**config.mk**
```make
export PLATFORM = sky130hd
export DESIGN_NAME = equal_depth_bin_builder
export DESIGN_NICKNAME = d
export VERILOG_FILES = /design/src/rtl/core/edb_pkg.sv /design/src/rtl/core/equal_depth_bin_builder.sv /design/src/rtl/core/edb_div.sv
export SDC_FILE = /design/constraint.sdc
export NUM_CORES = 2
export LEC_CHECK = 0
export ABC_CLOCK_PERIOD_IN_PS = 15300
export BUFFER_PORTS_ARGS = -buffer_cell sky130_fd_sc_hd__buf_2
export CAP_MARGIN = 30
export CORE_ASPECT_RATIO = 1.1
export CORE_MARGIN = 2
export CORE_UTILIZATION = 50
export CTS_CLUSTER_SIZE = 25
export DETAILED_ROUTE_END_ITERATION = 16
export PLACE_DENSITY = 0.78
export SLEW_MARGIN = 15
export SYNTH_ARGS = -nofsm -noshare
export SYNTH_HDL_FRONTEND = slang
export SYNTH_HIERARCHICAL = 1
export SYNTH_SLANG_ARGS = --single-unit
```
**constraint.sdc**
```tcl
create_clock -name clk -period 15.3 [get_ports clk]
set_input_delay 0.765 -clock clk [delete_from_list [all_inputs] [get_ports clk]]
set_output_delay 0.765 -clock clk [all_outputs]
set_load 0.005 [all_outputs]
```
**src/rtl/core/edb_pkg.sv**
```systemverilog
`default_nettype none
// ----------------------------------------------------------------------------
// Equal-depth bin builder package
// Shared widths, register indexes, the sequencer state type and the result
// record.
// ----------------------------------------------------------------------------
package edb_pkg;

  localparam int DATA_WIDTH          = 32;
  localparam int COUNT_WIDTH_DEFAULT = 32;

  localparam logic REG_ITEM_COUNT  = 1'b0;
  localparam logic REG_BINS_WANTED = 1'b1;

  typedef enum logic [2:0] {
    ST_IDLE,
    ST_CHECK,
    ST_OPEN,
    ST_DIV,
    ST_BOUND,
    ST_POST
  } edb_state_t;

  typedef struct packed {
    logic signed [DATA_WIDTH-1:0] low;
    logic signed [DATA_WIDTH-1:0] high;
    logic        [DATA_WIDTH-1:0] count;
    logic                         last;
  } bin_result_t;

endpackage : edb_pkg
`default_nettype wire

```
**src/rtl/core/equal_depth_bin_builder.sv**
```systemverilog
`default_nettype none
// ----------------------------------------------------------------------------
// Equal-depth bin builder
// Cuts an ascending stream of signed values into equal-depth bins and
// reports each bin (low, high, count, last flag) as it closes.
// ----------------------------------------------------------------------------
// Sequence: an item that opens no bin passes accept, check and post; an item
//   that opens a bin also passes open, the one-bit-a-cycle divider that sizes
//   each new bin, and bound before post. A new item is taken only in idle.
// Queueing: a closing bin is queued in the cycle after its request is accepted,
//   the final bin in post, after the divider and bound when a bin opens.
// Reset: clears the sequencer, the result queue and the stream state, and
//   loads item_count = 1 and bins_wanted = 2. A register write also
//   restarts the stream.
// ----------------------------------------------------------------------------
module equal_depth_bin_builder
  import edb_pkg::*;
#(
  parameter int COUNT_WIDTH = COUNT_WIDTH_DEFAULT
) (
  input  wire logic                         clk,
  input  wire logic                         rst,
  // configuration
  input  wire logic                         cfg_write,
  input  wire logic                         cfg_index,
  input  wire logic        [DATA_WIDTH-1:0] cfg_data,
  // input requests
  input  wire logic                         item_valid,
  output logic                              item_stall,
  input  wire logic signed [DATA_WIDTH-1:0] value,
  // result requests
  output logic                              bin_valid,
  input  wire logic                         bin_stall,
  output logic signed      [DATA_WIDTH-1:0] bin_low,
  output logic signed      [DATA_WIDTH-1:0] bin_high,
  output logic             [DATA_WIDTH-1:0] bin_count,
  output logic                              last_bin
);

  // counters are held to COUNT_WIDTH bits, and never beyond the 32-bit
  // registers
  localparam int CW = (COUNT_WIDTH > DATA_WIDTH) ? DATA_WIDTH : COUNT_WIDTH;

  localparam int QDEPTH = 4;
  localparam int QPTR_W = $clog2(QDEPTH);

  // ---------------------------------------------------------------------
  // Configuration registers
  // ---------------------------------------------------------------------
  logic [CW-1:0] item_count;
  logic [CW-1:0] bins_wanted;

  always_ff @(posedge clk) begin
    if (rst) begin
      item_count  <= CW'(1);
      bins_wanted <= CW'(2);
    end else if (cfg_write) begin
      case (cfg_index)
        REG_ITEM_COUNT:  item_count  <= cfg_data[CW-1:0];
        REG_BINS_WANTED: bins_wanted <= cfg_data[CW-1:0];
        default:         ;
      endcase
    end
  end

  // ---------------------------------------------------------------------
  // Stream state
  // ---------------------------------------------------------------------
  edb_state_t        state;
  edb_state_t        state_next;

  logic [CW-1:0]     item_index;
  logic [CW-1:0]     bin_start_index;
  logic [CW-1:0]     target_stop_index;
  logic [CW-1:0]     bins_made;
  logic [CW-1:0]     wanted_eff;
  logic [DATA_WIDTH-1:0] current_low;
  logic [DATA_WIDTH-1:0] closing_value;
  logic [DATA_WIDTH-1:0] item_value;
  logic              final_bin_flag;

  // check-state decisions, all side by side on registered state
  logic              past_end;
  logic              first_item;
  logic              close_bin;
  logic [CW-1:0]     wanted_clamped;

  // divider hookup
  logic              div_start;
  logic              div_done;
  logic [CW-1:0]     div_dividend;
  logic [CW-1:0]     div_divisor;
  logic [CW-1:0]     div_quotient;
  logic [CW-1:0]     bin_depth;

  // result queue
  bin_result_t       queue [QDEPTH];
  logic [QPTR_W-1:0] wr_ptr;
  logic [QPTR_W-1:0] rd_ptr;
  logic [QPTR_W:0]   fill;
  logic              push;
  logic              pop;
  bin_result_t       push_data;
  bin_result_t       head;

  logic              item_take;
  logic              last_item;

  assign item_take  = item_valid && !item_stall;
  // accept only with room for the two bins a single item can close
  assign item_stall = !(state == ST_IDLE && fill <= (QPTR_W + 1)'(QDEPTH - 2));

  assign past_end   = item_index >= item_count;
  assign first_item = item_index == '0;
  assign close_bin  = !final_bin_flag && item_index > target_stop_index &&
                      item_value != closing_value;
  assign last_item  = item_index == item_count - 1'b1;

  always_comb begin
    wanted_clamped = (bins_wanted == '0) ? CW'(1) : bins_wanted;
    if (wanted_clamped > item_count) begin
      wanted_clamped = item_count;
    end
  end

  assign div_dividend = item_count - item_index;
  assign div_divisor  = (bins_made < wanted_eff) ? wanted_eff - bins_made : CW'(1);
  assign bin_depth    = (div_quotient == '0) ? CW'(1) : div_quotient;

  edb_div #(
    .W (CW)
  ) u_div (
    .clk      (clk),
    .rst      (rst),
    .start    (div_start),
    .dividend (div_dividend),
    .divisor  (div_divisor),
    .done     (div_done),
    .quotient (div_quotient)
  );

  // ---------------------------------------------------------------------
  // Sequencer
  // ---------------------------------------------------------------------
  always_ff @(posedge clk) begin
    if (rst) begin
      state <= ST_IDLE;
    end else begin
      state <= state_next;
    end
  end

  always_comb begin
    state_next = state;
    push       = 1'b0;
    push_data  = '{low: current_low, high: closing_value,
                   count: DATA_WIDTH'(item_index - bin_start_index), last: 1'b0};
    div_start  = 1'b0;
    case (state)
      ST_IDLE: begin
        if (item_take) begin
          state_next = ST_CHECK;
        end
      end
      ST_CHECK: begin
        // drop items past the end of the stream
        if (past_end) begin
          state_next = ST_IDLE;
        end else if (first_item) begin
          state_next = ST_OPEN;
        end else if (close_bin) begin
          push       = 1'b1;
          state_next = ST_OPEN;
        end else begin
          state_next = ST_POST;
        end
      end
      ST_OPEN: begin
        div_start  = 1'b1;
        state_next = ST_DIV;
      end
      ST_DIV: begin
        if (div_done) begin
          state_next = ST_BOUND;
        end
      end
      ST_BOUND: begin
        state_next = ST_POST;
      end
      ST_POST: begin
        if (last_item) begin
          push      = 1'b1;
          push_data = '{low: current_low, high: item_value,
                        count: DATA_WIDTH'(item_index - bin_start_index + 1'b1),
                        last: 1'b1};
        end
        state_next = ST_IDLE;
      end
      default: begin
        state_next = ST_IDLE;
      end
    endcase
  end

  // ---------------------------------------------------------------------
  // Stream datapath
  // ---------------------------------------------------------------------
  always_ff @(posedge clk) begin
    if (rst || cfg_write) begin
      item_index        <= '0;
      bin_start_index   <= '0;
      target_stop_index <= '0;
      bins_made         <= '0;
      current_low       <= '0;
      closing_value     <= '0;
      final_bin_flag    <= 1'b0;
    end else begin
      case (state)
        ST_IDLE: begin
          if (item_take) begin
            item_value <= value;
          end
        end
        ST_CHECK: begin
          wanted_eff <= wanted_clamped;
          if (!past_end) begin
            if (first_item) begin
              bins_made <= '0;
            end else if (close_bin) begin
              bins_made <= bins_made + 1'b1;
            end
          end
        end
        ST_OPEN: begin
          // open a new bin at this item
          bin_start_index <= item_index;
          current_low     <= item_value;
        end
        ST_DIV: begin
          if (div_done) begin
            target_stop_index <= bin_start_index + bin_depth;
          end
        end
        ST_BOUND: begin
          final_bin_flag <= target_stop_index >= item_count;
        end
        ST_POST: begin
          // hold the value at the target; equal items that follow stay in
          if (!final_bin_flag && item_index == target_stop_index) begin
            closing_value <= item_value;
          end
          if (last_item) begin
            bins_made <= bins_made + 1'b1;
          end
          item_index <= item_index + 1'b1;
        end
        default: ;
      endcase
    end
  end

  // ---------------------------------------------------------------------
  // Result queue
  // ---------------------------------------------------------------------
  assign pop       = bin_valid && !bin_stall;
  assign head      = queue[rd_ptr];
  assign bin_valid = fill != '0;
  assign bin_low   = head.low;
  assign bin_high  = head.high;
  assign bin_count = head.count;
  assign last_bin  = head.last;

  always_ff @(posedge clk) begin
    if (rst) begin
      wr_ptr <= '0;
      rd_ptr <= '0;
      fill   <= '0;
    end else begin
      if (push) begin
        wr_ptr <= wr_ptr + 1'b1;
      end
      if (pop) begin
        rd_ptr <= rd_ptr + 1'b1;
      end
      case ({push, pop})
        2'b10:   fill <= fill + 1'b1;
        2'b01:   fill <= fill - 1'b1;
        default: ;
      endcase
    end
  end

  always_ff @(posedge clk) begin
    if (push) begin
      queue[wr_ptr] <= push_data;
    end
  end

endmodule : equal_depth_bin_builder
`default_nettype wire

```
**src/rtl/core/edb_div.sv**
```systemverilog
`default_nettype none
// ----------------------------------------------------------------------------
// Equal-depth bin builder divider
// Restoring unsigned divider, one quotient bit per cycle.
// ----------------------------------------------------------------------------
module edb_div
  import edb_pkg::*;
#(
  parameter int W = COUNT_WIDTH_DEFAULT
) (
  input  wire logic         clk,
  input  wire logic         rst,
  input  wire logic         start,
  input  wire logic [W-1:0] dividend,
  input  wire logic [W-1:0] divisor,
  output logic              done,
  output logic      [W-1:0] quotient
);

  localparam int CNT_W = (W > 1) ? $clog2(W) : 1;

  logic [W-1:0]     rem;
  logic [W-1:0]     quo;
  logic [W-1:0]     dvs;
  logic [CNT_W-1:0] cnt;
  logic             busy;
  logic [W:0]       trial;

  assign trial    = {rem, quo[W-1]} - {1'b0, dvs};
  assign quotient = quo;

  always_ff @(posedge clk) begin
    if (rst) begin
      busy <= 1'b0;
      done <= 1'b0;
    end else begin
      done <= 1'b0;
      if (start) begin
        busy <= 1'b1;
      end else if (busy && cnt == '0) begin
        busy <= 1'b0;
        done <= 1'b1;
      end
    end
  end

  always_ff @(posedge clk) begin
    if (start) begin
      rem <= '0;
      quo <= dividend;
      dvs <= divisor;
      cnt <= CNT_W'(W - 1);
    end else if (busy) begin
      // keep the trial remainder when it did not go negative
      if (!trial[W]) begin
        rem <= trial[W-1:0];
        quo <= {quo[W-2:0], 1'b1};
      end else begin
        rem <= {rem[W-2:0], quo[W-1]};
        quo <= {quo[W-2:0], 1'b0};
      end
      cnt <= cnt - 1'b1;
    end
  end

endmodule : edb_div
`default_nettype wire
```
# After elaboration in Yosys (flattened, before gate mapping)
# Memory sizes are Yosys's and may differ from the RTL's. A register that Yosys moved wholly into a read port is not among the register bits.
# Index checks and enable logic that the tools add are counted.
word_totals:
  latchBits: 0
  output_inout_bits: 99
  inputBits: 70
  mem_count: 1
  word_cells: 123
  rom_bits: 0
  register_bits: 434
  mem_bits_rw: 388
memory_table:
  columns: ["memory", "words", "word_bits", "read_ports", "rd_clocked_by_memory_dff", "wr", "line_no", "text"]
  rows:
  - ["queue", 4, 97, 1, 1, 1, "equal_depth_bin_builder.sv:97", "bin_result_t queue [QDEPTH];"]
op_classes:
  shifts: 0
  div_mod_pow: 0
  n_eq_ne: 15
  n_lt_le_gt_ge: 6
  mul: 0
  n_reduce_logical: 30
  n_addsub: 14
  mux: 34
  bitwise_logic: 2
ops:
  columns: ["operator", "n"]
  rows:
  - ["32-bit 2-to-1 mux", 10]
  - ["65-bit 2-to-1 mux", 2]
  - ["32-bit by 1-bit adder with 32-bit output, second input constant", 3]
  - ["32-bit zero test", 3]
  - ["32-bit subtractor", 3]
  - ["32-bit == test", 2]
  - ["32-bit >= comparator", 2]
  - ["32-bit greater-than comparator", 2]
  - ["32-bit case mux with 2 select lines", 1]
  - ["33-bit by 32-bit subtractor with 33-bit output", 1]
  - ["32-bit adder", 1]
  - ["32-bit less-than comparator", 1]
  - ["32-bit != test", 1]
  - ["32-bit by 1-bit subtractor with 32-bit output, second input constant", 1]
  - ["3-bit 2-to-1 mux", 5]
  - ["3-bit case mux with 5 select lines", 1]
  - ["2-bit AND reduction", 6]
  - ["1-bit 2-to-1 mux", 11]
  - ["2-bit nonzero test", 4]
  - ["1-bit logical AND", 7]
  - ["3-bit by 2-bit == test with 1-bit output, second input constant", 2]
  - ["3-bit == test, second input constant", 2]
  - ["2-bit != test, second input constant", 3]
  - ["3-bit case mux with 2 select lines", 1]
  - ["other kinds (21)", 26]

# Depth between registers and ports, before layout
logic_depth:
  word_depth: 9
  ltp_mapped: 19
  ltp_nobuf: 18

# Modules after synthesis
# Netlist, hierarchy kept.
modules_own_cells:
  columns: ["mod", "area_per_inst_um2", "cells_each", "seq_area_each_um2", "instances"]
  rows:
  - ["equal_depth_bin_builder", 38283.0, 3666, 18958.2, 1]
  - ["edb_div", 5943.2, 578, 2702.6, 1]

# Least setup slack after synthesis
# Ideal clock, no wire load.
synth_timing:
  path_kind: "register to register"
  start: "register item_count[1]"
  end: "memory queue[0][0] in the netlist's numbering, enable pin"
  path_stages_with_launch: 15
  t_required_ns: 14.734
  period_less_slack_ns: 7.922
  path_buffers: 2
  setup_slack_ns: 7.378
  arrival_ns: 7.357
  setup_ns: 0.566
  cell_sequence: "dfxtp_1 -> inv_1 -> ha_1 -> nor3b_2 -> and3_1 -> clkbuf_1 -> nand3_1 -> o32ai_1 -> o2111a_1 -> nand4_1 -> or4_4 -> buf_6 -> inv_1 -> a31oi_2 -> nor2b_1"
synth_via:
  elab_chain_len: 6
  word_cells_on_any_way: 8
  classes_between: "add/sub (1); order compare (1); eq/ne (1); mux (5)"
synth_lines:
  columns: ["element", "line_no", "text"]
  rows:
  - ["from (decl)", "equal_depth_bin_builder.sv:50", "logic [CW-1:0] item_count;"]
  - ["from (signal assigned)", "equal_depth_bin_builder.sv:59", "REG_ITEM_COUNT: item_count <= cfg_data[CW-1:0];"]
  - ["32-bit by 1-bit subtractor with 32-bit output", "equal_depth_bin_builder.sv:117", "assign last_item = item_index == item_count - 1'b1;"]
  - ["32-bit == test", "equal_depth_bin_builder.sv:117", null]
  - ["1-bit 2-to-1 mux", "equal_depth_bin_builder.sv:191", "if (last_item) begin"]
  - ["1-bit case mux with 2 select lines *", "equal_depth_bin_builder.sv:159", "case (state)"]
  - ["1-bit 2-to-1 mux *", "equal_depth_bin_builder.sv:294", "if (push) begin"]
  - ["1-bit 2-to-1 mux (not written as such) *", "equal_depth_bin_builder.sv:295", "queue[wr_ptr] <= push_data;"]
  - ["to (decl)", "equal_depth_bin_builder.sv:97", null]
# Every way passes the cells marked *; elsewhere a longest branch is shown, timed or not.

# Worst setup path in the final report
layout_timing:
  start: "register item_count[1]"
  end: "memory queue[3][70] in the netlist's numbering, enable pin"
# The elaborated chain is that of the path after synthesis.

==> results_tabular.tex <==
\begin{tabular}{lr}
\hline
Metric & Value \\
\hline
\multicolumn{2}{l}{\textbf{Status}} \\
\quad Outcome & finished clean \\
\multicolumn{2}{l}{\textbf{Clocking}} \\
\quad Clk sink count & 824 \\
\quad TritonCTS clock tree & done \\
\quad Total of hold buffers inserted after clock tree synthesis & 0 \\
\quad Max Buffers Root-to-Sink & 3 \\
\quad H-tree depth & 3 \\
\quad Cts repair resizes & 0 \\
\quad Buffer cell driving the clock tree root & clkbuf\_16 \\
\quad Clk pin slew, worst setup/hold paths & 0.06 ns \\
\quad Clock insertion delay at the later pin of the skew report & 0.67 ns \\
\quad Clock buffers created by TritonCTS & 85 \\
\quad Post CTS Setup Buffer Count & 0 \\
\multicolumn{2}{l}{\textbf{Logic synthesis}} \\
\quad Yosys cell types & between 100 and 150 \\
\quad Sequential area share after synthesis & 48.98\% \\
\quad Flops \& latches, synth & 824 \\
\quad Synth warnings & 6 \\
\quad Gate count of the mapped netlist & 4244 \\
\quad Cell type with the largest total area after synthesis & edfxtp\_1 \\
\quad Number of synthesized flops with an enable pin & 516 \\
\quad Top-area cell type share of the netlist area & 35.04\% \\
\quad Net count after synthesis & 4585 \\
\quad Netlist area before placement & 44230 µm² \\
\quad Ranking of synthesized cells by area & edfxtp\_1 35\%, dfxtp\_1 14\%, ha\_1 7.5\%, nand2\_1 5.7\%, mux4\_2 4.9\% \\
\quad Synth Area per Inst & 10.42 µm² \\
\quad Leading register cell type out of synthesis & edfxtp\_1 \\
\quad Share of flip-flops with an asynchronous set or reset after synthesis & 0\% \\
\multicolumn{2}{l}{\textbf{Pwr}} \\
\quad Net switching share of the total power & 28.34\% \\
\quad Comb power frac & 18.1\% \\
\quad Share of power burned in registers & 44.0\% \\
\quad Switch Pwr & 1.638 mW \\
\quad Pleak & 17.88 nW \\
\quad Internal cell power & a little over 4 mW \\
\quad Largest voltage drop on the vdd net & 0.09201 mV \\
\quad Power per unit of standard cell area & roughly 120 nW/µm² \\
\quad Clock power share & 37.8\% \\
\multicolumn{2}{l}{\textbf{GRT}} \\
\quad Initial antenna violation count & 7 \\
\quad Global route hottest layer & met2 \\
\quad Met2 global-route usage & 43.39\% \\
\quad Aggregate global-route resource usage & about a quarter \\
\quad Global route total overflow & 0 \\
\quad Met1 Use GR & 30.27\% \\
\quad GR Util met3 & 3.290\% \\
\quad Global-route wire length before repair & 175000 µm \\
\quad Pin count of the biggest net entering global routing & 93 \\
\quad Vias in the first global route & about 31000 \\
\multicolumn{2}{l}{\textbf{Cells and area}} \\
\quad Ratio of cells with drive above 1 in the final layout & 13.33\% \\
\quad Number of nets in the finished design & 4643 \\
\quad Area Growth Syn to Fin & 11.11\% \\
\quad Share of the core filled with cells & 56.02\% \\
\multicolumn{2}{l}{\textbf{Setup path}} \\
\quad Logic depth of the worst register-to-register path & 15 \\
\quad Highest fanout seen on the critical path & 40 \\
\quad Worst EP arrival & roughly 6.1 ns \\
\quad Launching element type of the critical path & flip-flop \\
\quad Class of the most critical setup path & flip-flop to flip-flop \\
\quad Flop-to-flop setup slack & 9.57 ns \\
\quad CP required & 15.65 ns \\
\quad Worst R2R Start & item\_count[1] \\
\quad Terminus of the critical flop-to-flop path & queue[3][70] \\
\quad Worst setup EP type & flip-flop \\
\multicolumn{2}{l}{\textbf{Routing}} \\
\quad Initial drt markers & 2563 \\
\quad DRC violations left & 0 \\
\quad ANT nets after route & 0 \\
\quad Sum of routed wire length over all layers & 113400 µm \\
\quad Count of TritonRoute iterations in the first routing pass & 8 \\
\quad Vias post-DR & 32230 \\
\quad Wire length per cell & 20.49 µm \\
\quad Ratio of routed vias to standard cells & 5.822 \\
\multicolumn{2}{l}{\textbf{Floorplanning}} \\
\quad Core Area & between 80000 and 90000 µm² \\
\quad Initial cell density of the core & 50.42\% \\
\quad Count of pins on the block boundary & 169 \\
\quad Die Ht & 315.9 µm \\
\quad DIE AREA & 90850 µm² \\
\quad Standard-cell rows & between 100 and 150 \\
\quad Chip width & 287.6 µm \\
\multicolumn{2}{l}{\textbf{STA}} \\
\quad Setup Viol. Count Final & 0 \\
\quad Max frequency & 174.7 MHz \\
\quad Pin slew with the least headroom to its limit & 0.9722 ns \\
\quad Final-layout setup total negative slack & 0 ns \\
\quad Setup slack after layout & roughly 9.6 ns \\
\quad Tcrit/Tclk final & between 30\% and 40\% \\
\quad Worst-case headroom to the max-slew limit & 35.19\% \\
\quad Final count of hold timing violations & 0 \\
\quad Worst hold margin & 0.2691 ns \\
\quad Minimum clock period & roughly 5.7 ns \\
\quad Unrepaired setup endpoints after global routing & false \\
\quad Clock Skew & between 0.03 and 0.04 ns \\
\quad Total count of max-transition violations in the final report & 0 \\
\multicolumn{2}{l}{\textbf{Hold path}} \\
\quad Class of the tightest hold or removal check & input port to flip-flop \\
\quad Worst hold path stage count & 1 \\
\quad Min-delay src & value[24] \\
\quad Hold Path Sink & item\_value[24] \\
\multicolumn{2}{l}{\textbf{Place}} \\
\quad Number of buffers added on ports & $\sim$170 \\
\quad Routability Congestion & 0.9358 \\
\quad Worst slack after detailed placement & 9.440 ns \\
\quad DP HPWL & about 81000 µm \\
\multicolumn{2}{l}{\textbf{Flow run}} \\
\quad Max\_cap viols & 0 \\
\hline
\end{tabular}
-- flip-flops by register name (all words and copies together), names as in the netlist, 5 cells and up, named ones only --
| register | count |
|---|---|
| closing_value | 32 |
| u_div/dvs | 32 |
| wanted_eff | 32 |
| u_div/quotient | 32 |
| queue | 388 |
| item_value | 32 |
| bins_wanted | 32 |
| item_index | 32 |
| current_low | 32 |
| target_stop_index | 32 |
| bins_made | 32 |
| bin_start_index | 32 |
| u_div/cnt | 5 |
| u_div/rem | 32 |
| item_count | 32 |
-- cell usage in the layout, fill, tap and decap left out, types with 97 or more instances in the layout --
master	synthesis	final
a21oi_1	359	357
a21o_1	114	114
nand2_1	675	674
xnor2_1	180	180
ha_1	265	265
mux4_2	97	97
dfxtp_1	308	306
o21ai_0	115	115
nor2_1	212	210
edfxtp_1	516	516
inv_1	241	240
buf_2	7	169
-- stage by stage --
step                      instances  cell area [µm²]  power [mW]
after floorplan                4244            44230       3.377
after global placement         5360            45880       3.591
after detailed placement       5369            46060       3.617
after CTS                      5528            49050       5.801
after global routing           5535            49140       6.004
final                          5535            49140       5.780
-- synthesized netlist by cell type, drive strengths merged (36+ instances only) --
cell	instances
nand2	675
edfxtp	516
a21oi	361
dfxtp	308
ha	265
inv	241
nor2	212
clkbuf	208
xnor2	182
o21ai	127
a21o	114
mux4	97
xor2	93
nand3	80
nand4	75
nor3	71
mux2	62
nor4	53
nor2b	41
buf	37
nand2b	36
-- layer usage --
layer	share of wire, %	up-vias
li1	-	15400
met1	40	15590
met2	50	981
met3	5.0	247
met4	4.1	6
met5	0.030	-
-- cell families (layout without fill, tap and decap cells) --
kind of cell               Yosys count  after routing  synth area share (%)
AOI/OAI and AO/OA                  836            836                 12.02
xor gates and xnor gates           276            276                 5.556
adders and majority gates          271            271                 7.769
buffers and inverters              486            616                 4.246
DFF                                824            824                 48.98
muxes                              179            179                 6.971
other                                0              1                     0
and+or+nand+nor                   1372           1372                 14.47
-- critical path, cell delays in order (launching register included) --
cell and delay (ns):
dfxtp_1 0.39, inv_1 0.18, ha_1 0.30, nor3b_2 0.54, and3_1 0.43, nand3_1 0.24, o32ai_1 0.40, o2111a_1 0.28
nand4_1 0.12, or4_4 0.73, inv_1 0.19, a31oi_2 0.04, buf_4 0.23, nor2b_4 0.48, buf_4 0.48, buf_12 0.30
-- power by group through the flow --
stage	logic, mW	registers [mW]	clock network, mW
after global routing	1.15	2.55	2.30
final	1.05	2.54	2.19
after global placement	1.00	2.59	0
after CTS	1.04	2.54	2.22
after detailed placement	1.03	2.59	0
after floorplan	0.824	2.55	0
-- final cells by class --
cell class,count,area (µm²)
Antenna cell,1,2.502
Clock buffer,110,2355
Clock inverter,49,634.4
Fill cell,7265,38580
Inverter,241,909.6
Multi-Input combinational cell,2934,20770
Sequential cell,824,21670
Tap cell,1160,1451
Timing Repair Buffer,216,1351
-- worst max path at each step --
| stage | from | to | slack, ns | cells after the start |
|---|---|---|---|---|
| after floorplan | item_count[1] | queue[0][0] | 7.38 | 14 |
| after global placement | item_count[1] | queue[3][70] | 9.03 | 14 |
| after detailed placement | item_count[1] | queue[3][70] | 9.44 | 14 |
| after CTS | item_count[1] | queue[3][70] | 9.43 | 14 |
| after global routing | item_count[1] | queue[3][73] | 9.21 | 15 |
| final | item_count[1] | queue[3][70] | 9.57 | 15 |
Note: power is estimated with default switching activity, not from simulation.
